**config.mk**
```make
export PLATFORM = sky130hd
export DESIGN_NAME = bir_ratio_div
export DESIGN_NICKNAME = d
export VERILOG_FILES = /design/src/rtl/core/bilinear_image_resize_defines.svh /design/src/rtl/core/bir_pkg.sv /design/src/rtl/core/bir_ratio_div.sv
export SDC_FILE = /design/constraint.sdc
export NUM_CORES = 1
export LEC_CHECK = 0
export ABC_AREA = 1
export BUFFER_PORTS_ARGS = -buffer_cell sky130_fd_sc_hd__buf_2
export CORE_MARGIN = 10
export CORE_UTILIZATION = 25
export DETAILED_ROUTE_END_ITERATION = 8
export GPL_TIMING_DRIVEN = 0
export PLACE_DENSITY_LB_ADDON = 0.3
export REMOVE_ABC_BUFFERS = 1
export SYNTH_ARGS = -nofsm -noshare
export SYNTH_HDL_FRONTEND = slang
export SYNTH_SLANG_ARGS = --single-unit
export TNS_END_PERCENT = 20
```
**constraint.sdc**
```tcl
create_clock -name i_clk -period 6.1 [get_ports i_clk]
set_clock_uncertainty 0.2 [all_clocks]
set_input_delay 0.305 -clock i_clk [delete_from_list [all_inputs] [get_ports i_clk]]
set_output_delay 0.305 -clock i_clk [all_outputs]
set_load 0.01 [all_outputs]
```
**src/rtl/core/bilinear_image_resize_defines.svh**
```systemverilog
// ---------------------------------------------------------------------------
// Assertion macros for the bilinear image resize block.
// Both macros sample on i_clk and are switched off while i_rst_n is low.
// ---------------------------------------------------------------------------
`ifndef BILINEAR_IMAGE_RESIZE_DEFINES_SVH
`define BILINEAR_IMAGE_RESIZE_DEFINES_SVH

// The consequent must hold in the same cycle as the antecedent.
`define BIR_ASSERT_NOW(lbl, ante, cons) \
    lbl: assert property (@(posedge i_clk) disable iff (!i_rst_n) (ante) |-> (cons)) \
        else $error("bilinear_image_resize: same-cycle check failed");

// The consequent must hold in the cycle after the antecedent.
`define BIR_ASSERT_NEXT(lbl, ante, cons) \
    lbl: assert property (@(posedge i_clk) disable iff (!i_rst_n) (ante) |=> (cons)) \
        else $error("bilinear_image_resize: next-cycle check failed");

`endif

```
**src/rtl/core/bir_pkg.sv**
```systemverilog
// ---------------------------------------------------------------------------
// bir_pkg
// Constants, codes and shared types of the bilinear image resize block.
// ---------------------------------------------------------------------------
`timescale 1ns / 1ps
`default_nettype none

package bir_pkg;

    localparam int MAX_WIDTH    = 64;
    localparam int MAX_HEIGHT   = 64;
    localparam int MAX_CHANNELS = 3;
    localparam int FRAC_BITS    = 16;

    localparam int SAMPLE_W   = 16;
    localparam int COORD_W    = 10;
    localparam int CH_W       = 2;
    localparam int SRC_SIZE_W = 7;
    localparam int SC_SIZE_W  = 2;
    localparam int DST_SIZE_W = 11;
    localparam int CFG_IDX_W  = 3;
    localparam int CFG_DATA_W = 11;

    // Effective (clamped) size widths and in-store coordinate widths.
    localparam int SW_W = $clog2(MAX_WIDTH + 1);
    localparam int SH_W = $clog2(MAX_HEIGHT + 1);
    localparam int SC_W = $clog2(MAX_CHANNELS + 1);
    localparam int XW   = $clog2(MAX_WIDTH);
    localparam int YW   = $clog2(MAX_HEIGHT);

    // Ratio and mapped position widths.
    localparam int RATIO_W = SRC_SIZE_W + FRAC_BITS;
    localparam int PX_W    = RATIO_W + COORD_W;
    localparam int INT_W   = PX_W - FRAC_BITS;
    localparam int REM_W   = DST_SIZE_W;
    localparam int DCNT_W  = $clog2(RATIO_W);

    // Blend widths.
    localparam int WGT_W = FRAC_BITS + 1;
    localparam int TOP_W = SAMPLE_W + FRAC_BITS;
    localparam int ACC_W = TOP_W + FRAC_BITS + 1;
    localparam int RND_W = ACC_W - 2 * FRAC_BITS;

    // Store split into four banks by row and column parity.
    localparam int W_BANK     = (MAX_WIDTH + 1) / 2;
    localparam int H_BANK     = (MAX_HEIGHT + 1) / 2;
    localparam int BANK_DEPTH = MAX_CHANNELS * H_BANK * W_BANK;
    localparam int BA_W       = (BANK_DEPTH > 1) ? $clog2(BANK_DEPTH) : 1;

    // Queue between front and back.
    localparam int Q_DEPTH = 4;
    localparam int Q_PTR_W = $clog2(Q_DEPTH);
    localparam int Q_CNT_W = $clog2(Q_DEPTH + 1);

    // Reset values of the registers and the ratios that follow from them.
    localparam int SRC_W_RST = 64;
    localparam int SRC_H_RST = 64;
    localparam int SRC_C_RST = 3;
    localparam int DST_W_RST = 64;
    localparam int DST_H_RST = 64;
    localparam int SW_RST_EFF = (SRC_W_RST > MAX_WIDTH) ? MAX_WIDTH : SRC_W_RST;
    localparam int SH_RST_EFF = (SRC_H_RST > MAX_HEIGHT) ? MAX_HEIGHT : SRC_H_RST;
    localparam longint RATIO_X_RST =
        (longint'(SW_RST_EFF - 1) << FRAC_BITS) / longint'(DST_W_RST - 1);
    localparam longint RATIO_Y_RST =
        (longint'(SH_RST_EFF - 1) << FRAC_BITS) / longint'(DST_H_RST - 1);

    localparam logic KIND_LOAD  = 1'b0;
    localparam logic KIND_QUERY = 1'b1;

    localparam logic [CFG_IDX_W-1:0] REG_SRC_WIDTH    = 3'd0;
    localparam logic [CFG_IDX_W-1:0] REG_SRC_HEIGHT   = 3'd1;
    localparam logic [CFG_IDX_W-1:0] REG_SRC_CHANNELS = 3'd2;
    localparam logic [CFG_IDX_W-1:0] REG_DST_WIDTH    = 3'd3;
    localparam logic [CFG_IDX_W-1:0] REG_DST_HEIGHT   = 3'd4;

    typedef struct packed {
        logic [SW_W-1:0]       sw;
        logic [SH_W-1:0]       sh;
        logic [SC_W-1:0]       sc;
        logic [DST_SIZE_W-1:0] dw;
        logic [DST_SIZE_W-1:0] dh;
    } t_cfg;

    typedef struct packed {
        logic                kind;
        logic                oor;
        logic [CH_W-1:0]     ch;
        logic [XW-1:0]       lcol;
        logic [YW-1:0]       lrow;
        logic [SAMPLE_W-1:0] sample;
        logic [PX_W-1:0]     px;
        logic [PX_W-1:0]     py;
    } t_item;

    typedef struct packed {
        logic               full;
        logic               empty;
        logic [Q_CNT_W-1:0] count;
    } t_q_status;

    typedef struct packed {
        logic busy;
    } t_div_status;

endpackage

`default_nettype wire

```
**src/rtl/core/bir_ratio_div.sv**
```systemverilog
// ---------------------------------------------------------------------------
// bir_ratio_div
// Radix-2 restoring divider that works out both axis ratios after a write.
// ---------------------------------------------------------------------------
`timescale 1ns / 1ps
`default_nettype none

module bir_ratio_div import bir_pkg::*; (
    input  wire logic               i_clk,
    input  wire logic               i_rst_n,
    input  wire logic               i_start,
    input  wire t_cfg               i_cfg,
    output logic [RATIO_W-1:0]      o_ratio_x,
    output logic [RATIO_W-1:0]      o_ratio_y,
    output t_div_status             o_status
);

    typedef enum logic [4:0] {
        S_IDLE   = 5'b00001,
        S_LOAD_X = 5'b00010,
        S_RUN_X  = 5'b00100,
        S_LOAD_Y = 5'b01000,
        S_RUN_Y  = 5'b10000
    } t_state;

    t_state              r_state, n_state;
    logic [RATIO_W-1:0]  r_dvd;
    logic [REM_W-1:0]    r_dvs;
    logic [REM_W-1:0]    r_rem;
    logic [RATIO_W-1:0]  r_quo;
    logic [DCNT_W-1:0]   r_cnt;
    logic [RATIO_W-1:0]  r_ratio_x, r_ratio_y;

    logic [REM_W:0]      rem_sh;
    logic                ge;
    logic [REM_W-1:0]    n_rem;
    logic [RATIO_W-1:0]  n_quo;
    logic                last;

    always_comb begin
        rem_sh = {r_rem, r_dvd[RATIO_W-1]};
        ge     = (rem_sh >= {1'b0, r_dvs});
        n_rem  = ge ? REM_W'(rem_sh - {1'b0, r_dvs}) : rem_sh[REM_W-1:0];
        n_quo  = {r_quo[RATIO_W-2:0], ge};
        last   = (r_cnt == DCNT_W'(RATIO_W - 1));
    end

    always_comb begin
        n_state = r_state;
        unique case (r_state)
            S_IDLE:   if (i_start) n_state = S_LOAD_X;
            S_LOAD_X: n_state = S_RUN_X;
            S_RUN_X:  if (last) n_state = S_LOAD_Y;
            S_LOAD_Y: n_state = S_RUN_Y;
            S_RUN_Y:  if (last) n_state = S_IDLE;
            default:  n_state = S_IDLE;
        endcase
    end

    always_ff @(posedge i_clk) begin
        if (!i_rst_n) begin
            r_state   <= S_IDLE;
            r_ratio_x <= RATIO_W'(RATIO_X_RST);
            r_ratio_y <= RATIO_W'(RATIO_Y_RST);
        end else begin
            r_state <= n_state;
            if (last && (r_state == S_RUN_X)) begin
                r_ratio_x <= (r_dvs == '0) ? '0 : n_quo;
            end
            if (last && (r_state == S_RUN_Y)) begin
                r_ratio_y <= (r_dvs == '0) ? '0 : n_quo;
            end
        end
    end

    always_ff @(posedge i_clk) begin
        if (r_state == S_LOAD_X || r_state == S_LOAD_Y) begin
            if (r_state == S_LOAD_X) begin
                r_dvd <= RATIO_W'(i_cfg.sw - SW_W'(1)) << FRAC_BITS;
                r_dvs <= i_cfg.dw - DST_SIZE_W'(1);
            end else begin
                r_dvd <= RATIO_W'(i_cfg.sh - SH_W'(1)) << FRAC_BITS;
                r_dvs <= i_cfg.dh - DST_SIZE_W'(1);
            end
            r_rem <= '0;
            r_quo <= '0;
            r_cnt <= '0;
        end else begin
            r_dvd <= {r_dvd[RATIO_W-2:0], 1'b0};
            r_rem <= n_rem;
            r_quo <= n_quo;
            r_cnt <= r_cnt + DCNT_W'(1);
        end
    end

    assign o_ratio_x     = r_ratio_x;
    assign o_ratio_y     = r_ratio_y;
    assign o_status.busy = (r_state != S_IDLE);

endmodule

`default_nettype wire

```
==> metrics.cfg <==
[detailed_routing]
routed_wl_um=11800
drt_iter0_markers=226
ant_nets=0
via_per_inst=4.21
drc=0
wl_per_cell_um=12.0
vias=4138
first_pass_iters=4

[sta]
tightestPinTransition_ns=1.08
fmax_mhz=310
rsz0062_at_grt=false
min_period_over_period=0.529
fin_crit_ns=3.22
setup_viol=0
slew_headroom=0.276
hold_viol=0
tns_ns=0
maxSlewViolCount=0

[finish]
fin_cells=984
antenna_cells=0
nFillCells=2087
area_growth_pct=19.6
design_area_um2=5850
final_core_util=0.302
layout.nets=771
layout_commonest_cell=nand2_1
mostFrequentLayoutCells=nand2_1 (120), dfxtp_1 (96), inv_1 (87), buf_2 (85), a21oi_1 (61)
drive_gt1_frac=0.170

[floorplanning]
fp.dieArea_um2=25500
core_um2=19300
die_w_um=160
die_h_um=160
initial_core_util=0.253
num_rows=51
io_pins=88

[pwr]
power.density_nw_per_um2=389
switchingPower_mw=0.770
p_sw_frac=0.339
leakage_nw=2.88
seq_power_share=0.421
pwr-share-comb=0.302
clkPwrFrac=0.277
ir_drop_mv=0.133
internal_power_mw=1.50

[clock_tree]
cts_tree=done
clk_latency_ns=0.35
clk_pin_slew_ns=0.07
post-cts-setup-buffers=0
cts_root_buffer=clkbuf_16
clock-sinks=107
clk_path_buf_depth=2
ctsResizeCount=0
numCtsBuffers=9
htreeDepth=3
hold_buffers=0

[logic_synthesis]
syn_inst=644
ys_warn_count=0
ys_seq_area_frac=0.461
synth_area_um2=4890
synth-seq-cells=107
synth_area_per_cell_um2=7.59
synth_cell_type_count=34

[global_routing]
grt_max_degree=49
grt_pass1_wl_um=19800
grt.busiest_layer=met2
grt_overflow=0
grt_pass1_vias=3991
use_met1=0.118
grtUsageMet2=0.151
antenna_found_initial=0
globalRouteMet3Util=0.0211
grt_usage=0.0925

[critical_path]
required_ns=6.15
cp_max_fo=46
path_class=reg -> reg
startpoint_type=register
crit_arrival_ns=3.27
endpoint_kind=register

[run_status]
status=finished, final reports clean

[placement]
dpl_cell_area_um2=5510
place_congestion=0.814
place.detailed.hpwl_um=8350
dp.cells=968
place.port_buffers=85

[hold_path]
hp-class=in -> reg

[run]
maxCapViolCount=0

## worst max-delay path, cell delays in order (launching register included)
cell	delay, ns
dfxtp_1	0.35
nor2_4	0.35
nand3_2	0.54
nand2_2	0.96
inv_2	0.35
nand2_1	0.18
nand2_1	0.07
nand2_1	0.06
inv_1	0.03
## final cells by class
cell class / count / area (um^2) / area share
clock inverters: 5 / 67.6 / 0.0116
clock buffers: 11 / 264 / 0.0452
well taps: 265 / 332 / 0.0567
flip-flops and latches: 107 / 2250 / 0.385
multi-input cells: 416 / 2150 / 0.368
inverters: 95 / 357 / 0.0610
repair buffers: 85 / 425 / 0.0728
## path summary, 6_finish.rpt
check / start / end / slack, ns / cells past startpoint
setup / recovery: r_state[3] / r_rem[10] / 2.88 / 8
hold / removal: i_start / r_state[0] / 0.07 / 4
setup reg to reg: r_state[3] / r_rem[10] / 2.88 / 8
hold reg to reg: r_quo[1] / r_quo[2] / 0.22 / 2
## metal layers
layer	routed length (um)	vias up	part of all wire
li1	-	2220	-
met1	5850	1843	0.50
met2	5380	64	0.46
met3	396	11	0.034
met4	146	0	0.012
met5	0	-	0
## sequential cells by signal (all words and copies together), names as in the netlist
| signal | cells |
|---|---|
| o_ratio_x | 23 |
| o_ratio_y | 23 |
| r_quo | 22 |
| r_dvs | 11 |
| r_rem | 11 |
| r_dvd | 7 |
| r_cnt | 5 |
| r_state | 5 |
## through the flow
step	hold WS [ns]	power, mW	setup slack (ns)
floorplan	0.189	1.50	3.54
global placement	0.213	1.66	2.83
detailed placement	0.218	1.66	2.83
CTS	0.0445	2.30	2.81
global route	0.0799	2.46	2.49
finish	0.0651	2.27	2.88
## power groups by stage
stage | combinational (mW) | sequential [mW] | clock (mW)
CTS | 0.694 | 0.958 | 0.649
global route | 0.801 | 0.981 | 0.679
floorplan | 0.549 | 0.952 | 0
global placement | 0.691 | 0.971 | 0
finish | 0.685 | 0.957 | 0.630
detailed placement | 0.688 | 0.973 | 0
## cell families (layout without fill, tap and decap cells)
| group | Yosys count | after routing | share of synthesized area |
|---|---|---|---|
| simple gates | 250 | 250 | 0.227 |
| compound gates | 136 | 136 | 0.144 |
| buf+inv | 121 | 196 | 0.101 |
| flops | 107 | 107 | 0.461 |
| fa+ha+maj | 16 | 16 | 0.0425 |
| xor+xnor | 14 | 14 | 0.0251 |
## Yosys cell counts
master | instances | area [um^2]
a21o_1 | 1 | 7.51
a21oi_1 | 61 | 305
a31oi_1 | 2 | 12.5
buf_1 | 2 | 7.51
buf_2 | 10 | 50.1
buf_4 | 3 | 22.5
buf_6 | 2 | 22.5
clkbuf_1 | 9 | 33.8
dfxtp_1 | 96 | 1920
edfxtp_1 | 11 | 330
fa_1 | 1 | 20.0
ha_1 | 15 | 188
inv_1 | 87 | 327
inv_2 | 8 | 30.0
nand2_1 | 120 | 450
nand2_2 | 1 | 6.26
nand3_1 | 30 | 150
nand3_2 | 3 | 30.0
nand4_1 | 21 | 131
nor2_1 | 59 | 221
nor2_2 | 2 | 12.5
nor2_4 | 3 | 33.8
nor3_1 | 2 | 10.0
nor3b_1 | 1 | 7.51
nor4_1 | 3 | 18.8
nor4_2 | 1 | 12.5
o21ai_0 | 44 | 220
o21ai_1 | 22 | 110
o21ai_2 | 2 | 17.5
o21bai_1 | 4 | 30.0
or2_1 | 3 | 18.8
or2_2 | 1 | 6.26
xnor2_1 | 5 | 43.8
xor2_1 | 9 | 78.8
(Power assumes the default switching activity.)
