<file path="config.mk">
export PLATFORM = sky130hd
export DESIGN_NAME = bir_queue
export DESIGN_NICKNAME = d
export VERILOG_FILES = /design/src/rtl/core/bilinear_image_resize_defines.svh /design/src/rtl/core/bir_pkg.sv /design/src/rtl/core/bir_queue.sv
export SDC_FILE = /design/constraint.sdc
export NUM_CORES = 1
export LEC_CHECK = 0
export BUFFER_PORTS_ARGS = -buffer_cell sky130_fd_sc_hd__buf_2
export CELL_PAD_IN_SITES_DETAIL_PLACEMENT = 1
export CELL_PAD_IN_SITES_GLOBAL_PLACEMENT = 2
export CORE_MARGIN = 1
export CORE_UTILIZATION = 41
export DETAILED_ROUTE_END_ITERATION = 7
export MAX_ROUTING_LAYER = met4
export PLACE_DENSITY_LB_ADDON = 0.1
export SLEW_MARGIN = 10
export SYNTH_ARGS = -nofsm -noshare
export SYNTH_HDL_FRONTEND = slang
export SYNTH_SLANG_ARGS = --single-unit
</file>
<file path="constraint.sdc">
create_clock -name i_clk -period 3.4 [get_ports i_clk]
set_clock_uncertainty 0.1 [all_clocks]
set_input_delay 0.68 -clock i_clk [delete_from_list [all_inputs] [get_ports i_clk]]
set_output_delay 0.68 -clock i_clk [all_outputs]
set_load 0.03 [all_outputs]
</file>
<file path="src/rtl/core/bilinear_image_resize_defines.svh">
// ---------------------------------------------------------------------------
// Assertion macros for the bilinear image resize block.
// Both macros sample on i_clk and are switched off while i_rst_n is low.
// ---------------------------------------------------------------------------
`ifndef BILINEAR_IMAGE_RESIZE_DEFINES_SVH
`define BILINEAR_IMAGE_RESIZE_DEFINES_SVH

// The consequent must hold in the same cycle as the antecedent.
`define BIR_ASSERT_NOW(lbl, ante, cons) \
    lbl: assert property (@(posedge i_clk) disable iff (!i_rst_n) (ante) |-> (cons)) \
        else $error("bilinear_image_resize: same-cycle check failed");

// The consequent must hold in the cycle after the antecedent.
`define BIR_ASSERT_NEXT(lbl, ante, cons) \
    lbl: assert property (@(posedge i_clk) disable iff (!i_rst_n) (ante) |=> (cons)) \
        else $error("bilinear_image_resize: next-cycle check failed");

`endif

</file>
<file path="src/rtl/core/bir_pkg.sv">
// ---------------------------------------------------------------------------
// bir_pkg
// Constants, codes and shared types of the bilinear image resize block.
// ---------------------------------------------------------------------------
`timescale 1ns / 1ps
`default_nettype none

package bir_pkg;

    localparam int MAX_WIDTH    = 64;
    localparam int MAX_HEIGHT   = 64;
    localparam int MAX_CHANNELS = 3;
    localparam int FRAC_BITS    = 16;

    localparam int SAMPLE_W   = 16;
    localparam int COORD_W    = 10;
    localparam int CH_W       = 2;
    localparam int SRC_SIZE_W = 7;
    localparam int SC_SIZE_W  = 2;
    localparam int DST_SIZE_W = 11;
    localparam int CFG_IDX_W  = 3;
    localparam int CFG_DATA_W = 11;

    // Effective (clamped) size widths and in-store coordinate widths.
    localparam int SW_W = $clog2(MAX_WIDTH + 1);
    localparam int SH_W = $clog2(MAX_HEIGHT + 1);
    localparam int SC_W = $clog2(MAX_CHANNELS + 1);
    localparam int XW   = $clog2(MAX_WIDTH);
    localparam int YW   = $clog2(MAX_HEIGHT);

    // Ratio and mapped position widths.
    localparam int RATIO_W = SRC_SIZE_W + FRAC_BITS;
    localparam int PX_W    = RATIO_W + COORD_W;
    localparam int INT_W   = PX_W - FRAC_BITS;
    localparam int REM_W   = DST_SIZE_W;
    localparam int DCNT_W  = $clog2(RATIO_W);

    // Blend widths.
    localparam int WGT_W = FRAC_BITS + 1;
    localparam int TOP_W = SAMPLE_W + FRAC_BITS;
    localparam int ACC_W = TOP_W + FRAC_BITS + 1;
    localparam int RND_W = ACC_W - 2 * FRAC_BITS;

    // Store split into four banks by row and column parity.
    localparam int W_BANK     = (MAX_WIDTH + 1) / 2;
    localparam int H_BANK     = (MAX_HEIGHT + 1) / 2;
    localparam int BANK_DEPTH = MAX_CHANNELS * H_BANK * W_BANK;
    localparam int BA_W       = (BANK_DEPTH > 1) ? $clog2(BANK_DEPTH) : 1;

    // Queue between front and back.
    localparam int Q_DEPTH = 4;
    localparam int Q_PTR_W = $clog2(Q_DEPTH);
    localparam int Q_CNT_W = $clog2(Q_DEPTH + 1);

    // Reset values of the registers and the ratios that follow from them.
    localparam int SRC_W_RST = 64;
    localparam int SRC_H_RST = 64;
    localparam int SRC_C_RST = 3;
    localparam int DST_W_RST = 64;
    localparam int DST_H_RST = 64;
    localparam int SW_RST_EFF = (SRC_W_RST > MAX_WIDTH) ? MAX_WIDTH : SRC_W_RST;
    localparam int SH_RST_EFF = (SRC_H_RST > MAX_HEIGHT) ? MAX_HEIGHT : SRC_H_RST;
    localparam longint RATIO_X_RST =
        (longint'(SW_RST_EFF - 1) << FRAC_BITS) / longint'(DST_W_RST - 1);
    localparam longint RATIO_Y_RST =
        (longint'(SH_RST_EFF - 1) << FRAC_BITS) / longint'(DST_H_RST - 1);

    localparam logic KIND_LOAD  = 1'b0;
    localparam logic KIND_QUERY = 1'b1;

    localparam logic [CFG_IDX_W-1:0] REG_SRC_WIDTH    = 3'd0;
    localparam logic [CFG_IDX_W-1:0] REG_SRC_HEIGHT   = 3'd1;
    localparam logic [CFG_IDX_W-1:0] REG_SRC_CHANNELS = 3'd2;
    localparam logic [CFG_IDX_W-1:0] REG_DST_WIDTH    = 3'd3;
    localparam logic [CFG_IDX_W-1:0] REG_DST_HEIGHT   = 3'd4;

    typedef struct packed {
        logic [SW_W-1:0]       sw;
        logic [SH_W-1:0]       sh;
        logic [SC_W-1:0]       sc;
        logic [DST_SIZE_W-1:0] dw;
        logic [DST_SIZE_W-1:0] dh;
    } t_cfg;

    typedef struct packed {
        logic                kind;
        logic                oor;
        logic [CH_W-1:0]     ch;
        logic [XW-1:0]       lcol;
        logic [YW-1:0]       lrow;
        logic [SAMPLE_W-1:0] sample;
        logic [PX_W-1:0]     px;
        logic [PX_W-1:0]     py;
    } t_item;

    typedef struct packed {
        logic               full;
        logic               empty;
        logic [Q_CNT_W-1:0] count;
    } t_q_status;

    typedef struct packed {
        logic busy;
    } t_div_status;

endpackage

`default_nettype wire

</file>
<file path="src/rtl/core/bir_queue.sv">
// ---------------------------------------------------------------------------
// bir_queue
// Short first-in first-out queue of classified beats.
// ---------------------------------------------------------------------------
`timescale 1ns / 1ps
`default_nettype none

module bir_queue import bir_pkg::*; (
    input  wire logic  i_clk,
    input  wire logic  i_rst_n,
    input  wire logic  i_push,
    input  wire t_item i_item,
    input  wire logic  i_pop,
    output t_item      o_head,
    output t_q_status  o_status
);

    t_item              r_slot [Q_DEPTH];
    logic [Q_PTR_W-1:0] r_wptr, r_rptr;
    logic [Q_CNT_W-1:0] r_count;

    always_ff @(posedge i_clk) begin
        if (!i_rst_n) begin
            r_wptr  <= '0;
            r_rptr  <= '0;
            r_count <= '0;
        end else begin
            if (i_push) r_wptr <= r_wptr + Q_PTR_W'(1);
            if (i_pop)  r_rptr <= r_rptr + Q_PTR_W'(1);
            if (i_push && !i_pop) begin
                r_count <= r_count + Q_CNT_W'(1);
            end else if (i_pop && !i_push) begin
                r_count <= r_count - Q_CNT_W'(1);
            end
        end
    end

    always_ff @(posedge i_clk) begin
        if (i_push) r_slot[r_wptr] <= i_item;
    end

    assign o_head         = r_slot[r_rptr];
    assign o_status.full  = (r_count == Q_CNT_W'(Q_DEPTH));
    assign o_status.empty = (r_count == '0);
    assign o_status.count = r_count;

endmodule

`default_nettype wire

</file>
==> flow_summary.ini, run 1 <==
[status]
status = completed

[timing]
setup_viol = 0
finalCritPeriodShare = 0.878
rsz0062_at_grt = false
max-slew-margin-rel = 0.574
layout_min_cycle_time_ns = 2.98
worst_slack_ns = 0.416
worstMarginPinSlew_ns = 0.640
max_freq_mhz = 335
finalHoldViolations = 0
finalMaxSlewViolations = 0
fin_hold_ws_ns = 0.253
timing.setup.tns_ns = 0

[worst_setup_path]
slowest_stage = dfxtp_4
cp.arrival_ns = 2.20
critical_path.cell_chain = buf_4, mux4_2, buf_2
path_max_fanout = 26
worst-path-buf-inv = 2
path_class = reg2out
cp.required_ns = 2.62
cp-end-kind = output pin
cp_top_family = flip-flops
critPathMaxStageDelay_ns = 0.63
start_kind = flop

[pwr]
power_mw = 11.5
p_per_area_nw_per_um2 = 654
ir_drop_v = 0.000433
p_comb_frac = 0.118
p_int_mw = 8.78
p_clk_frac = 0.382
pwr-share-seq = 0.500
p_sw_mw = 2.71
switching_share = 0.236
p_leak_nw = 5.92

[global_routing]
grt_start_max_net_pins = 53
grt_pass1_vias = 7372
grt_pass1_wl_um = 44500
grt_usage = 0.172
gr-total-overflow = 0
antenna_found_initial = 4

[clock_network]
cts-root-buf = clkbuf_16
htree_levels = 2
clock-sinks = 401
cts_tree = yes
hold_buffers = 0
clk_latency_ns = 0.53
cts_resized = 0
clk_pin_slew_ns = 0.06
post-cts-setup-buffer-count = 0
numCtsBuffers = 43
clk_path_buf_depth = 3

[synth]
yosysTopAreaCell = edfxtp_1
ys_warn_count = 0
yosysMostFrequentCell = edfxtp_1
syn_inst = 555
syn_nets = 663
synth.cells.most_frequent = edfxtp_1, mux4_2, buf_2
synth_area_leaders = edfxtp_1, mux4_2, dfxtp_1
synth_area_per_cell_um2 = 26.3
synthFlopType = edfxtp_1
ys_types = 23
synth.top_cell.area_share = 0.808
syn-cell-area_um2 = 14600
synth_seq_cells = 401
ys_async_sr_fraction = 0
synth_edf_count = 392
seq_area_frac_synth = 0.820

[route]
first_iter_violations = 369
final_antenna_net_count = 0
vias = 6533
drt_wl_total_um = 29600
routedWlPerCell_um = 23.0
route.detailed.drc = 0
drt_pass1_iterations = 4
vias_per_cell = 5.08

[cells_and_area]
area_growth_pct = 20.6
nNetsFinal = 905
final_cells = 1286
drive_gt1_frac = 0.461

[floorplan]
die_w_um = 191
rows = 68
core_um2 = 34800
io_pins = 205
die_y_um = 191
start_util = 0.419
die_area_um2 = 36300

[placement]
place_ws_ns = 0.938
dp_hpwl_um = 18200
gp_congestion = 0.716
port_buffers = 204
dp.cells = 1207

[min_path]
hp-class = in2reg

[run]
maxCapViolations = 0
layout by cell type, fill, tap and decap left out:
cell type  netlist  final
buf_12           2      7
bufinv_16        0      3
clkinv_4         0      1
o21ai_0          1      1
clkbuf_16        0     45
inv_1            4      4
nand2_1          1      1
fa_1             1      1
buf_4            1      8
edfxtp_1       392    392
buf_2           10    204
dfxtp_4          0      2
ha_1             5      5
xnor2_1          2      2
clkinv_2         0      9
mux2i_1          2      2
clkbuf_1         7      5
and2_1           9      5
nor2b_1          2      2
nor3b_1          1      1
diode_2          0      4
mux4_2          98     98
a21boi_0         1      1
nor3_1           1      1
xor2_1           3      3
and2_4           0      4
clkinv_1         0     12
or3_1            1      1
dfxtp_1          9      7
area by class of cell:
cell class	count	area [um^2]
clock buffer	50	1140
timing repair buffer	219	1220
inverter	4	15.0
antenna	4	10.0
clock inverter	25	189
fill	3123	17200
multi-input combinational	128	2470
sequential	401	12000
tap	455	569
power groups by stage:
stage | registers, mW | clock network, mW | logic [mW]
2_1_floorplan | 5.84 | 0 | 0.920
3_3_place_gp | 5.84 | 0 | 1.37
3_5_place_dp | 5.86 | 0 | 1.39
4_1_cts | 5.75 | 4.51 | 1.39
5_1_grt | 5.77 | 4.65 | 1.45
6_report | 5.75 | 4.39 | 1.35
path summary, 6_finish.rpt:
kind / start / endpoint / slack (ns) / cells after the start
worst max-delay path: flop / o_head[91] / 0.42 / 3
worst max register to register: r_wptr[0] / r_slot[3][69] / 1.42 / 3
worst min register to register: r_count[2] / r_count[2] / 0.43 / 2
worst min-delay path: i_item[74] / r_slot[2][74] / 0.25 / 1
state kept, by name, indices dropped and copies added, names as in the netlist, named ones only:
signal and cells:
r_count 3, r_rptr 2, r_slot 392, r_wptr 2
per-layer routing:
| layer | GRT usage | wire length, um |
|---|---|---|
| met5 | - | 0 |
| met4 | 0.0480 | 510 |
| met3 | 0.0464 | 1820 |
| met2 | 0.281 | 15000 |
| met1 | 0.211 | 12200 |
worst register-to-register path: stages (launching register included):
cell,delay (ns)
dfxtp_1,0.39
ha_1,0.18
and2_4,0.56
buf_4,0.43
stage by stage:
stage	util	area, um^2
after floorplan	-	14600
after detailed placement	0.466	16200
final	0.505	17600
after global routing	0.505	17600
after CTS	0.505	17600
after global placement	0.466	16200
kinds of logic after synthesis:
| family | after synthesis | share of synthesized area |
|---|---|---|
| xor gates and xnor gates | 5 | 0.00301 |
| and+or+nand+nor | 15 | 0.00627 |
| buffers and inverters | 26 | 0.0113 |
| AOI/OAI and AO/OA | 2 | 0.000858 |
| muxes | 100 | 0.153 |
| DFF | 401 | 0.820 |
| adders and majority gates | 6 | 0.00567 |
Power figures use the tool's default switching activity.
==> run 2, diff against run 1 <==
- RECOVER_POWER: default -> 50
==> flow_summary.ini, run 2 (synthesis gave the netlist of run 1 again) <==
[status]
status = complete, but fails checks
failed_checks = max-capacitance violations, max-slew violations

[clock_network]
cts_resized = 0
htree_levels = 2
cts-root-buf = clkbuf_16
clk_pin_slew_ns = 0.06
post-cts-setup-buffer-count = 0
hold_buffers = 0
clk_latency_ns = 0.53
cts_tree = yes
clk_path_buf_depth = 3
numCtsBuffers = 43
clock-sinks = 401

[global_routing]
grt_start_max_net_pins = 53
grt_usage = 0.172
antenna_found_initial = 2
grt_pass1_wl_um = 44500
gr-total-overflow = 0
grt_pass1_vias = 7372

[route]
vias_per_cell = 5.08
routedWlPerCell_um = 23.1
vias = 6525
first_iter_violations = 364
drt_pass1_iterations = 5
final_antenna_net_count = 0
drt_wl_total_um = 29600
route.detailed.drc = 0

[pwr]
p_per_area_nw_per_um2 = 658
p_int_mw = 8.77
p_clk_frac = 0.383
p_comb_frac = 0.116
p_sw_mw = 2.71
ir_drop_v = 0.000432
p_leak_nw = 5.63
pwr-share-seq = 0.501
switching_share = 0.236

[timing]
rsz0062_at_grt = false
finalHoldViolations = 0
max-slew-margin-rel = -0.255
timing.setup.tns_ns = 0
fin_hold_ws_ns = 0.293
layout_min_cycle_time_ns = 2.99
setup_viol = 0
max_freq_mhz = 335
finalCritPeriodShare = 0.879
finalMaxSlewViolations = 75
worstMarginPinSlew_ns = 1.88

[floorplan]
start_util = 0.419
die_w_um = 191
core_um2 = 34800
rows = 68
die_y_um = 191
io_pins = 205
die_area_um2 = 36300

[worst_setup_path]
cp.required_ns = 2.62
start_kind = flop
path_class = reg2out
path_max_fanout = 26
cp-end-kind = output pin
cp.arrival_ns = 2.21

[cells_and_area]
largest_reg_flops = 392
stdcell_area_um2 = 17400
drive_gt1_frac = 0.337
fillCellCount = 3147
area_growth_pct = 19.7
layout_commonest_cell = edfxtp_1
nNetsFinal = 905
top_regs = r_slot: 392 flops, r_count: 3 flops
layout_common_cells = edfxtp_1, buf_2, clkbuf_1
regMostFlops = r_slot

[placement]
dp_hpwl_um = 18200
placed_cell_area_um2 = 16200
gp_congestion = 0.716
port_buffers = 204

[run]
maxCapViolations = 3

[min_path]
hp-class = in2reg
run 2: changes by cell type in the layout (fill, tap and decap cells not counted):
cell	change
buf_2	-99
clkbuf_1	+99
and2_0	+6
and2_1	-3
and2_4	-3
diode_2	-2
run 2: critical path: stages, from the launching register on:
cell	delay [ns]
dfxtp_4	0.63
buf_4	0.43
mux4_2	0.38
buf_2	0.20
run 2: area by class of cell:
class	instances	area [um^2]	area share
multi-input cells	128	2460	0.141
clock inverters	25	189	0.0108
clock buffers	50	1140	0.0656
repair buffers	219	1100	0.0629
diodes	2	5.00	0.000287
flip-flops and latches	401	12000	0.686
inverters	4	15.0	0.000861
well taps	455	569	0.0326
run 2: final timing paths:
kind         slack (ns)       start             to  cells past startpoint
min reg2reg        0.43  r_count[2]     r_count[2]                      2
min                0.29  i_item[37]  r_slot[2][37]                      1
max reg2reg        0.45   r_wptr[0]  r_slot[0][16]                      4
max                0.41        flop     o_head[91]                      3
run 2: per-stage QoR:
step                      setup WS (ns)  total power [mW]  utilization  cells
after detailed placement          0.938              7.24        0.466   1207
after global routing              0.195              11.9        0.501   1284
after floorplan                   0.966              6.76            -    555
after global placement            0.972              7.20        0.466   1207
after CTS                         0.346              11.7        0.505   1282
final                             0.411              11.5        0.501   1284
run 2: power groups by stage:
stage / Combinational [mW] / Clock [mW] / Sequential (mW)
after floorplan: 0.920 / 0 / 5.84
after global placement: 1.37 / 0 / 5.84
after detailed placement: 1.39 / 0 / 5.86
after CTS: 1.39 / 4.51 / 5.75
after global routing: 1.43 / 4.65 / 5.77
final: 1.33 / 4.39 / 5.75
run 2: per-layer routing:
| metal | GRT usage | up-vias | share of wire |
|---|---|---|---|
| li1 | - | 2873 | - |
| met2 | 0.281 | 174 | 0.51 |
| met3 | 0.0464 | 35 | 0.065 |
| met5 | - | - | 0 |
| met4 | 0.0480 | 0 | 0.017 |
| met1 | 0.211 | 3443 | 0.41 |
