**src/rtl/core/bilinear_image_resize_defines.svh**
```systemverilog
// ---------------------------------------------------------------------------
// Assertion macros for the bilinear image resize block.
// Both macros sample on i_clk and are switched off while i_rst_n is low.
// ---------------------------------------------------------------------------
`ifndef BILINEAR_IMAGE_RESIZE_DEFINES_SVH
`define BILINEAR_IMAGE_RESIZE_DEFINES_SVH

// The consequent must hold in the same cycle as the antecedent.
`define BIR_ASSERT_NOW(lbl, ante, cons) \
    lbl: assert property (@(posedge i_clk) disable iff (!i_rst_n) (ante) |-> (cons)) \
        else $error("bilinear_image_resize: same-cycle check failed");

// The consequent must hold in the cycle after the antecedent.
`define BIR_ASSERT_NEXT(lbl, ante, cons) \
    lbl: assert property (@(posedge i_clk) disable iff (!i_rst_n) (ante) |=> (cons)) \
        else $error("bilinear_image_resize: next-cycle check failed");

`endif

```
**src/rtl/core/bir_pkg.sv**
```systemverilog
// ---------------------------------------------------------------------------
// bir_pkg
// Constants, codes and shared types of the bilinear image resize block.
// ---------------------------------------------------------------------------
`timescale 1ns / 1ps
`default_nettype none

package bir_pkg;

    localparam int MAX_WIDTH    = 64;
    localparam int MAX_HEIGHT   = 64;
    localparam int MAX_CHANNELS = 3;
    localparam int FRAC_BITS    = 16;

    localparam int SAMPLE_W   = 16;
    localparam int COORD_W    = 10;
    localparam int CH_W       = 2;
    localparam int SRC_SIZE_W = 7;
    localparam int SC_SIZE_W  = 2;
    localparam int DST_SIZE_W = 11;
    localparam int CFG_IDX_W  = 3;
    localparam int CFG_DATA_W = 11;

    // Effective (clamped) size widths and in-store coordinate widths.
    localparam int SW_W = $clog2(MAX_WIDTH + 1);
    localparam int SH_W = $clog2(MAX_HEIGHT + 1);
    localparam int SC_W = $clog2(MAX_CHANNELS + 1);
    localparam int XW   = $clog2(MAX_WIDTH);
    localparam int YW   = $clog2(MAX_HEIGHT);

    // Ratio and mapped position widths.
    localparam int RATIO_W = SRC_SIZE_W + FRAC_BITS;
    localparam int PX_W    = RATIO_W + COORD_W;
    localparam int INT_W   = PX_W - FRAC_BITS;
    localparam int REM_W   = DST_SIZE_W;
    localparam int DCNT_W  = $clog2(RATIO_W);

    // Blend widths.
    localparam int WGT_W = FRAC_BITS + 1;
    localparam int TOP_W = SAMPLE_W + FRAC_BITS;
    localparam int ACC_W = TOP_W + FRAC_BITS + 1;
    localparam int RND_W = ACC_W - 2 * FRAC_BITS;

    // Store split into four banks by row and column parity.
    localparam int W_BANK     = (MAX_WIDTH + 1) / 2;
    localparam int H_BANK     = (MAX_HEIGHT + 1) / 2;
    localparam int BANK_DEPTH = MAX_CHANNELS * H_BANK * W_BANK;
    localparam int BA_W       = (BANK_DEPTH > 1) ? $clog2(BANK_DEPTH) : 1;

    // Queue between front and back.
    localparam int Q_DEPTH = 4;
    localparam int Q_PTR_W = $clog2(Q_DEPTH);
    localparam int Q_CNT_W = $clog2(Q_DEPTH + 1);

    // Reset values of the registers and the ratios that follow from them.
    localparam int SRC_W_RST = 64;
    localparam int SRC_H_RST = 64;
    localparam int SRC_C_RST = 3;
    localparam int DST_W_RST = 64;
    localparam int DST_H_RST = 64;
    localparam int SW_RST_EFF = (SRC_W_RST > MAX_WIDTH) ? MAX_WIDTH : SRC_W_RST;
    localparam int SH_RST_EFF = (SRC_H_RST > MAX_HEIGHT) ? MAX_HEIGHT : SRC_H_RST;
    localparam longint RATIO_X_RST =
        (longint'(SW_RST_EFF - 1) << FRAC_BITS) / longint'(DST_W_RST - 1);
    localparam longint RATIO_Y_RST =
        (longint'(SH_RST_EFF - 1) << FRAC_BITS) / longint'(DST_H_RST - 1);

    localparam logic KIND_LOAD  = 1'b0;
    localparam logic KIND_QUERY = 1'b1;

    localparam logic [CFG_IDX_W-1:0] REG_SRC_WIDTH    = 3'd0;
    localparam logic [CFG_IDX_W-1:0] REG_SRC_HEIGHT   = 3'd1;
    localparam logic [CFG_IDX_W-1:0] REG_SRC_CHANNELS = 3'd2;
    localparam logic [CFG_IDX_W-1:0] REG_DST_WIDTH    = 3'd3;
    localparam logic [CFG_IDX_W-1:0] REG_DST_HEIGHT   = 3'd4;

    typedef struct packed {
        logic [SW_W-1:0]       sw;
        logic [SH_W-1:0]       sh;
        logic [SC_W-1:0]       sc;
        logic [DST_SIZE_W-1:0] dw;
        logic [DST_SIZE_W-1:0] dh;
    } t_cfg;

    typedef struct packed {
        logic                kind;
        logic                oor;
        logic [CH_W-1:0]     ch;
        logic [XW-1:0]       lcol;
        logic [YW-1:0]       lrow;
        logic [SAMPLE_W-1:0] sample;
        logic [PX_W-1:0]     px;
        logic [PX_W-1:0]     py;
    } t_item;

    typedef struct packed {
        logic               full;
        logic               empty;
        logic [Q_CNT_W-1:0] count;
    } t_q_status;

    typedef struct packed {
        logic busy;
    } t_div_status;

endpackage

`default_nettype wire

```
**src/rtl/core/bir_front.sv**
```systemverilog
// ---------------------------------------------------------------------------
// bir_front
// Classifies an incoming beat and maps a query position into the source.
// ---------------------------------------------------------------------------
`timescale 1ns / 1ps
`default_nettype none

module bir_front import bir_pkg::*; (
    input  wire logic                i_kind,
    input  wire logic [COORD_W-1:0]  i_col,
    input  wire logic [COORD_W-1:0]  i_row,
    input  wire logic [CH_W-1:0]     i_channel,
    input  wire logic [SAMPLE_W-1:0] i_sample,
    input  wire t_cfg                i_cfg,
    input  wire logic [RATIO_W-1:0]  i_ratio_x,
    input  wire logic [RATIO_W-1:0]  i_ratio_y,
    output t_item                    o_item
);

    logic ch_bad, load_bad, query_bad;

    always_comb begin
        ch_bad    = (32'(i_channel) >= 32'(i_cfg.sc));
        load_bad  = (32'(i_col) >= 32'(i_cfg.sw)) || (32'(i_row) >= 32'(i_cfg.sh));
        query_bad = (32'(i_col) >= 32'(i_cfg.dw)) || (32'(i_row) >= 32'(i_cfg.dh));

        o_item.kind   = i_kind;
        o_item.oor    = ch_bad || ((i_kind == KIND_LOAD) ? load_bad : query_bad);
        o_item.ch     = i_channel;
        o_item.lcol   = i_col[XW-1:0];
        o_item.lrow   = i_row[YW-1:0];
        o_item.sample = i_sample;
        o_item.px     = PX_W'(i_ratio_x) * PX_W'(i_col);
        o_item.py     = PX_W'(i_ratio_y) * PX_W'(i_row);
    end

endmodule

`default_nettype wire

```
**config.mk**
```make
export PLATFORM = sky130hd
export DESIGN_NAME = bir_front
export DESIGN_NICKNAME = d
export VERILOG_FILES = /design/src/rtl/core/bilinear_image_resize_defines.svh /design/src/rtl/core/bir_pkg.sv /design/src/rtl/core/bir_front.sv
export SDC_FILE = /design/constraint.sdc
export NUM_CORES = 1
export LEC_CHECK = 0
export ABC_AREA = 0
export ABC_CLOCK_PERIOD_IN_PS = 7200
export BUFFER_PORTS_ARGS = -buffer_cell sky130_fd_sc_hd__buf_2
export CORE_MARGIN = 3
export CORE_UTILIZATION = 40
export DETAILED_ROUTE_END_ITERATION = 8
export SLEW_MARGIN = 20
export SYNTH_ARGS = -nofsm -noshare
export SYNTH_HDL_FRONTEND = slang
export SYNTH_SLANG_ARGS = --single-unit
```
**constraint.sdc**
```tcl
create_clock -name vclk -period 7.2
set_input_delay 0.36 -clock vclk [all_inputs]
set_output_delay 0.36 -clock vclk [all_outputs]
set_load 0.01 [all_outputs]
```
==> summary.txt, run 1 <==
GRT
  • Vias in the first global route: 13,140
  • Overflow left after global routing: 0
  • Global-route wire length before repair: 68,410 µm
  • Number of antenna violations at the first check in global routing: 5
  • Maximum number of pins on one net before global-route repair: 27
  • Total global-route track usage: 0.2033

Route
  • Average wire per cell in the routed design: 17.09 µm
  • Via total after detailed routing: 12,450
  • Post-detailed-route DRC marker count: 0
  • Iteration-0 DRC count of the detailed router: 582
  • Detail-routed via count per cell: 5.108
  • Aggregate routed wire length: 41,670 µm
  • Number of nets with antenna violations after routing: 0
  • Initial DRT Pass Iterations: 5

Die
  • Site row count: 71
  • Die area: 41,300 µm²
  • Width of the die: 203.2 µm
  • I/O Pins: 221
  • Initial cell density of the core: 0.4092
  • Vertical extent of the die: 203.2 µm
  • Placeable core area: 38,020 µm²

Worst setup path
  • Type of the setup path with the least slack: in -> out
  • Data required time at the worst endpoint: 6.84 ns
  • Worst Path Arrival: 6.30 ns
  • Crit path max-delay family: adder cells
  • Crit path max fanout: 26
  • Type of destination of the critical path: primary output
  • Crit-path cells: buf_2, nand2_1, fa_1, inv_1, fa_1, fa_1, fa_1, inv_1, fa_1, inv_1, ha_1, and4_1, a21boi_0, a41oi_1, a21oi_1, nand2_1, a32oi_1, a41oi_1, xnor2_1, buf_2
  • Slowest CP cell: sky130_fd_sc_hd__fa_1
  • Critical path buffer and inverter count: 5
  • Element type at the critical path start: input port
  • Slowest Stage Delay on Critical Path: 0.57 ns
  • CP dominant cell by count: sky130_fd_sc_hd__fa_1

Final layout
  • Final instance area: 16,610 µm²
  • Inserted Diodes: 0
  • Total number of sequential cells: 0
  • Area Overhead vs Synth: 6.738%
  • Post-layout net count: 2,556
  • Share of cells above drive strength 1: 0.1043
  • Reg area: 0 µm²
  • Fill cell instance count of the final layout: 3,890
  • Number of clock-tree buffers in the layout: 0

STA
  • Unrepaired setup endpoints after global routing: false
  • Hold Vio Cnt, Final: 0
  • Hold slack final: 0.7200 ns
  • Number of max-slew violations in the final report: 0
  • Worst Tran Pin Value: 0.6811 ns
  • Slew headroom: 0.5459
  • Sum Neg Setup Slack: 0 ns
  • Fin crit period: 6.661 ns
  • Final Worst Setup Slack: 0.5392 ns
  • Max frequency: 150.1 MHz
  • Setup Viol. Count Final: 0
  • Fraction of the cycle the final worst path needs: 0.9251

Place
  • Post-DP HPWL: 34,440 µm
  • Placement Cell Area: 16,610 µm²
  • Number of port buffers: 189
  • Post-place setup slack: 0.6091 ns
  • Final Wtd Congestion: 0.8767

Clock tree
  • Number of buffers inserted to repair setup after CTS: 0
  • CTS-repair resized insts: 0
  • Post-CTS Hold Fix Bufs: 0

Outcome
  • Outcome: complete, no violations

Yosys
  • Share of the synthesized area in the top cell type: 0.4271
  • Number of instances in the synthesized netlist: 1,852
  • Sequential-to-total area share from yosys stat: 0
  • Synth area leaders: sky130_fd_sc_hd__fa_1 43%, sky130_fd_sc_hd__ha_1 14%, sky130_fd_sc_hd__and2_1 9.3%
  • YS warnings: 0
  • Distinct cells, synth: 57
  • Post-Syn Nets: 2,479
  • Syn_area_per_cell: 8.402 µm²
  • Mapped Area: 15,560 µm²
  • Top cell type by total area after synthesis: sky130_fd_sc_hd__fa_1

Min path
  • Classification of the worst-slack hold path: in -> out

Job
  • Max-cap check violation count: 0
-- cells in the mapped netlist, types with 10 or more instances --
| cell | number |
|---|---|
| sky130_fd_sc_hd__clkbuf_1 | 85 |
| sky130_fd_sc_hd__and2_1 | 231 |
| sky130_fd_sc_hd__nor3_1 | 12 |
| sky130_fd_sc_hd__buf_4 | 31 |
| sky130_fd_sc_hd__nor2b_1 | 10 |
| sky130_fd_sc_hd__nand3_1 | 12 |
| sky130_fd_sc_hd__a21o_1 | 38 |
| sky130_fd_sc_hd__fa_1 | 332 |
| sky130_fd_sc_hd__xor2_1 | 18 |
| sky130_fd_sc_hd__ha_1 | 172 |
| sky130_fd_sc_hd__nand2_1 | 264 |
| sky130_fd_sc_hd__inv_1 | 369 |
| sky130_fd_sc_hd__nand2b_1 | 10 |
| sky130_fd_sc_hd__nor2_1 | 35 |
| sky130_fd_sc_hd__a21oi_1 | 66 |
| sky130_fd_sc_hd__xnor2_1 | 38 |
| sky130_fd_sc_hd__o21ai_0 | 32 |
| sky130_fd_sc_hd__nand4_1 | 10 |
-- worst paths after layout --
path | from | endpoint | slack, ns | cells after the start
hold / removal | i_sample[9] | o_item[75] | 0.72 | 0
setup / recovery | i_row[1] | o_item[31] | 0.54 | 20
-- metrics by stage --
stage	utilization	std cells
4_1_cts	0.4368	2438
5_1_grt	0.4368	2438
3_3_place_gp	0.4368	2438
6_report	0.4368	2438
2_1_floorplan	-	1852
3_5_place_dp	0.4368	2438
-- metal layers --
metal / share of wire / track usage / vias up
met5: 0.0012 / 0 / -
met1: 0.45 / 0.2880 / 6290
met3: 0.056 / 0.02490 / 56
met2: 0.47 / 0.3402 / 347
li1: - / - / 5751
met4: 0.018 / 0.03663 / 10
-- cells by family after synthesis --
logic type | after synthesis | share of synthesized area
AND/OR/NAND/NOR | 605 | 0.1951
adder cells (fa/ha/maj) | 504 | 0.5655
buffers and inverters | 487 | 0.1254
AO/OA/AOI/OAI | 200 | 0.08250
XOR/XNOR | 56 | 0.03152
-- area by class of cell --
class | instances | area (µm²) | share of cell area
inverter | 369 | 1385 | 0.08340
timing repair buffer | 193 | 975.9 | 0.05876
tap | 511 | 639.4 | 0.03850
multi-input combinational | 1365 | 13610 | 0.8194
-- placed cells by master (no fill, tap or decap), types with 12 or more instances in the layout --
master and n:
sky130_fd_sc_hd__xor2_1 18, sky130_fd_sc_hd__nand3_1 12, sky130_fd_sc_hd__inv_1 369, sky130_fd_sc_hd__a21oi_1 66, sky130_fd_sc_hd__nor2_1 35, sky130_fd_sc_hd__nor3_1 12, sky130_fd_sc_hd__and2_1 231, sky130_fd_sc_hd__xnor2_1 38
sky130_fd_sc_hd__fa_1 332, sky130_fd_sc_hd__ha_1 172, sky130_fd_sc_hd__buf_2 189, sky130_fd_sc_hd__o21ai_0 32, sky130_fd_sc_hd__a21o_1 38, sky130_fd_sc_hd__nand2_1 264
Power of run 1 is left out: the tool's default activity adds up to more than one toggle a clock period on the data nets, which glitch-free logic cannot reach.
==> run 2: changes to the inputs <==
--- a/config.mk
+++ b/config.mk
@@ -11,6 +11,7 @@
 export CORE_MARGIN = 3
 export CORE_UTILIZATION = 40
 export DETAILED_ROUTE_END_ITERATION = 8
+export MAX_ROUTING_LAYER = met4
 export SLEW_MARGIN = 20
 export SYNTH_ARGS = -nofsm -noshare
 export SYNTH_HDL_FRONTEND = slang
==> run 2 against run 1 <==
Against the previous run: die area unchanged; routed wire length is 0.59% higher; sequential cell count is the same; core utilization barely moved; cell count rose by 0.21%; count of clock-buffer cells in the layout unchanged; sequential share of layout area did not move; critical path depth is the same; non-clock buffer count rose by 1; setup slack better by 0.054 ns; critical path type unchanged; highest routed layer is now met4.
==> summary.txt, run 2 (synthesis results as in run 1) <==
Outcome
  • Outcome: complete, no violations

GRT
  • Number of antenna violations at the first check in global routing: 4
  • Total global-route track usage: 0.2105
  • Maximum number of pins on one net before global-route repair: 27
  • Global-route wire length before repair: 68,880 µm
  • Overflow left after global routing: 0
  • Vias in the first global route: 13,180

Route
  • Detail-routed via count per cell: 5.075
  • Post-detailed-route DRC marker count: 0
  • Iteration-0 DRC count of the detailed router: 631
  • Initial DRT Pass Iterations: 6
  • Average wire per cell in the routed design: 17.16 µm
  • Aggregate routed wire length: 41,910 µm
  • Number of nets with antenna violations after routing: 0
  • Via total after detailed routing: 12,400

Final layout
  • Leading cell type in the layout, fill and taps excluded: sky130_fd_sc_hd__inv_1
  • Area Overhead vs Synth: 6.851%
  • Reg area: 0 µm²
  • Post-layout net count: 2,557
  • Number of clock-tree buffers in the layout: 0
  • Most frequent cells in the layout: 369 x sky130_fd_sc_hd__inv_1, 332 x sky130_fd_sc_hd__fa_1, 264 x sky130_fd_sc_hd__nand2_1
  • Share of cells above drive strength 1: 0.1048
  • Total number of sequential cells: 0

STA
  • Fin crit period: 6.607 ns
  • Number of max-slew violations in the final report: 0
  • Setup Viol. Count Final: 0
  • Fraction of the cycle the final worst path needs: 0.9177
  • Final Worst Setup Slack: 0.5928 ns
  • Sum Neg Setup Slack: 0 ns
  • Slew headroom: 0.5272
  • Worst Tran Pin Value: 0.7092 ns
  • Hold Vio Cnt, Final: 0
  • Max frequency: 151.4 MHz
  • Unrepaired setup endpoints after global routing: false

Die
  • Vertical extent of the die: 203.2 µm
  • Initial cell density of the core: 0.4092
  • Placeable core area: 38,020 µm²
  • Site row count: 71
  • Die area: 41,300 µm²
  • Width of the die: 203.2 µm
  • I/O Pins: 221

Worst setup path
  • Data required time at the worst endpoint: 6.84 ns
  • Crit path max fanout: 26
  • Worst Path Arrival: 6.25 ns
  • Element type at the critical path start: input port
  • Type of destination of the critical path: primary output
  • Type of the setup path with the least slack: in -> out

Clock tree
  • Post-CTS Hold Fix Bufs: 0
  • CTS-repair resized insts: 0
  • Number of buffers inserted to repair setup after CTS: 0

Min path
  • Classification of the worst-slack hold path: in -> out

Place
  • Number of port buffers: 189
  • Post-place setup slack: 0.6344 ns
  • Final Wtd Congestion: 0.8868
  • Post-DP HPWL: 34,570 µm

Job
  • Max-cap check violation count: 0
==> run 2: cell count changes in the layout (fill, tap and decap cells not counted), sizes merged <==
cell	delta
diode	+4
buf	+1
==> run 2: per-layer routing <==
layer  global-route usage  up-vias  part of all wire
li1                     -     5753                 -
met1               0.2907     6249              0.46
met2               0.3408      352              0.46
met3              0.02410       44             0.059
met4              0.03859        0             0.023
met5                    -        -                 0
==> run 2: worst max-delay path, cell delays in order <==
cell                       delay [ns]
sky130_fd_sc_hd__buf_2           0.46
sky130_fd_sc_hd__nand2_1         0.16
sky130_fd_sc_hd__fa_1            0.56
sky130_fd_sc_hd__inv_1           0.05
sky130_fd_sc_hd__fa_1            0.49
sky130_fd_sc_hd__fa_1            0.52
sky130_fd_sc_hd__fa_1            0.50
sky130_fd_sc_hd__inv_1           0.05
sky130_fd_sc_hd__fa_1            0.47
sky130_fd_sc_hd__inv_1           0.04
sky130_fd_sc_hd__ha_1            0.37
sky130_fd_sc_hd__and4_1          0.25
sky130_fd_sc_hd__a21boi_0        0.19
sky130_fd_sc_hd__a41oi_1         0.09
sky130_fd_sc_hd__a21oi_1         0.54
sky130_fd_sc_hd__nand2_1         0.18
sky130_fd_sc_hd__a32oi_1         0.45
sky130_fd_sc_hd__a41oi_1         0.19
sky130_fd_sc_hd__xnor2_1         0.16
sky130_fd_sc_hd__buf_2           0.15
==> run 2: cell type report <==
class                           count  area [µm²]
Antenna cell                        4       10.01
Fill cell                        3883       21400
Inverter                          369        1385
Multi-Input combinational cell   1365       13610
Tap cell                          511       639.4
Timing Repair Buffer              194       983.4
==> run 2: worst paths after layout <==
kind	slack, ns	from	end	cells after the start
min	0.72	i_sample[9]	o_item[75]	0
max	0.59	i_row[1]	o_item[31]	20
==> run 2: metrics by stage <==
| step | hold slack [ns] | util | cells | area [µm²] |
|---|---|---|---|---|
| finish | 0.7200 | 0.4373 | 2443 | 16630 |
| global route | 0.7200 | 0.4373 | 2443 | 16630 |
| CTS | 0.7201 | 0.4370 | 2439 | 16620 |
| detailed placement | 0.7201 | 0.4370 | 2439 | 16620 |
| global placement | 0.7201 | 0.4370 | 2439 | 16620 |
| floorplan | 0.8118 | - | 1852 | 15560 |
Power of run 2 is left out for the same reason.
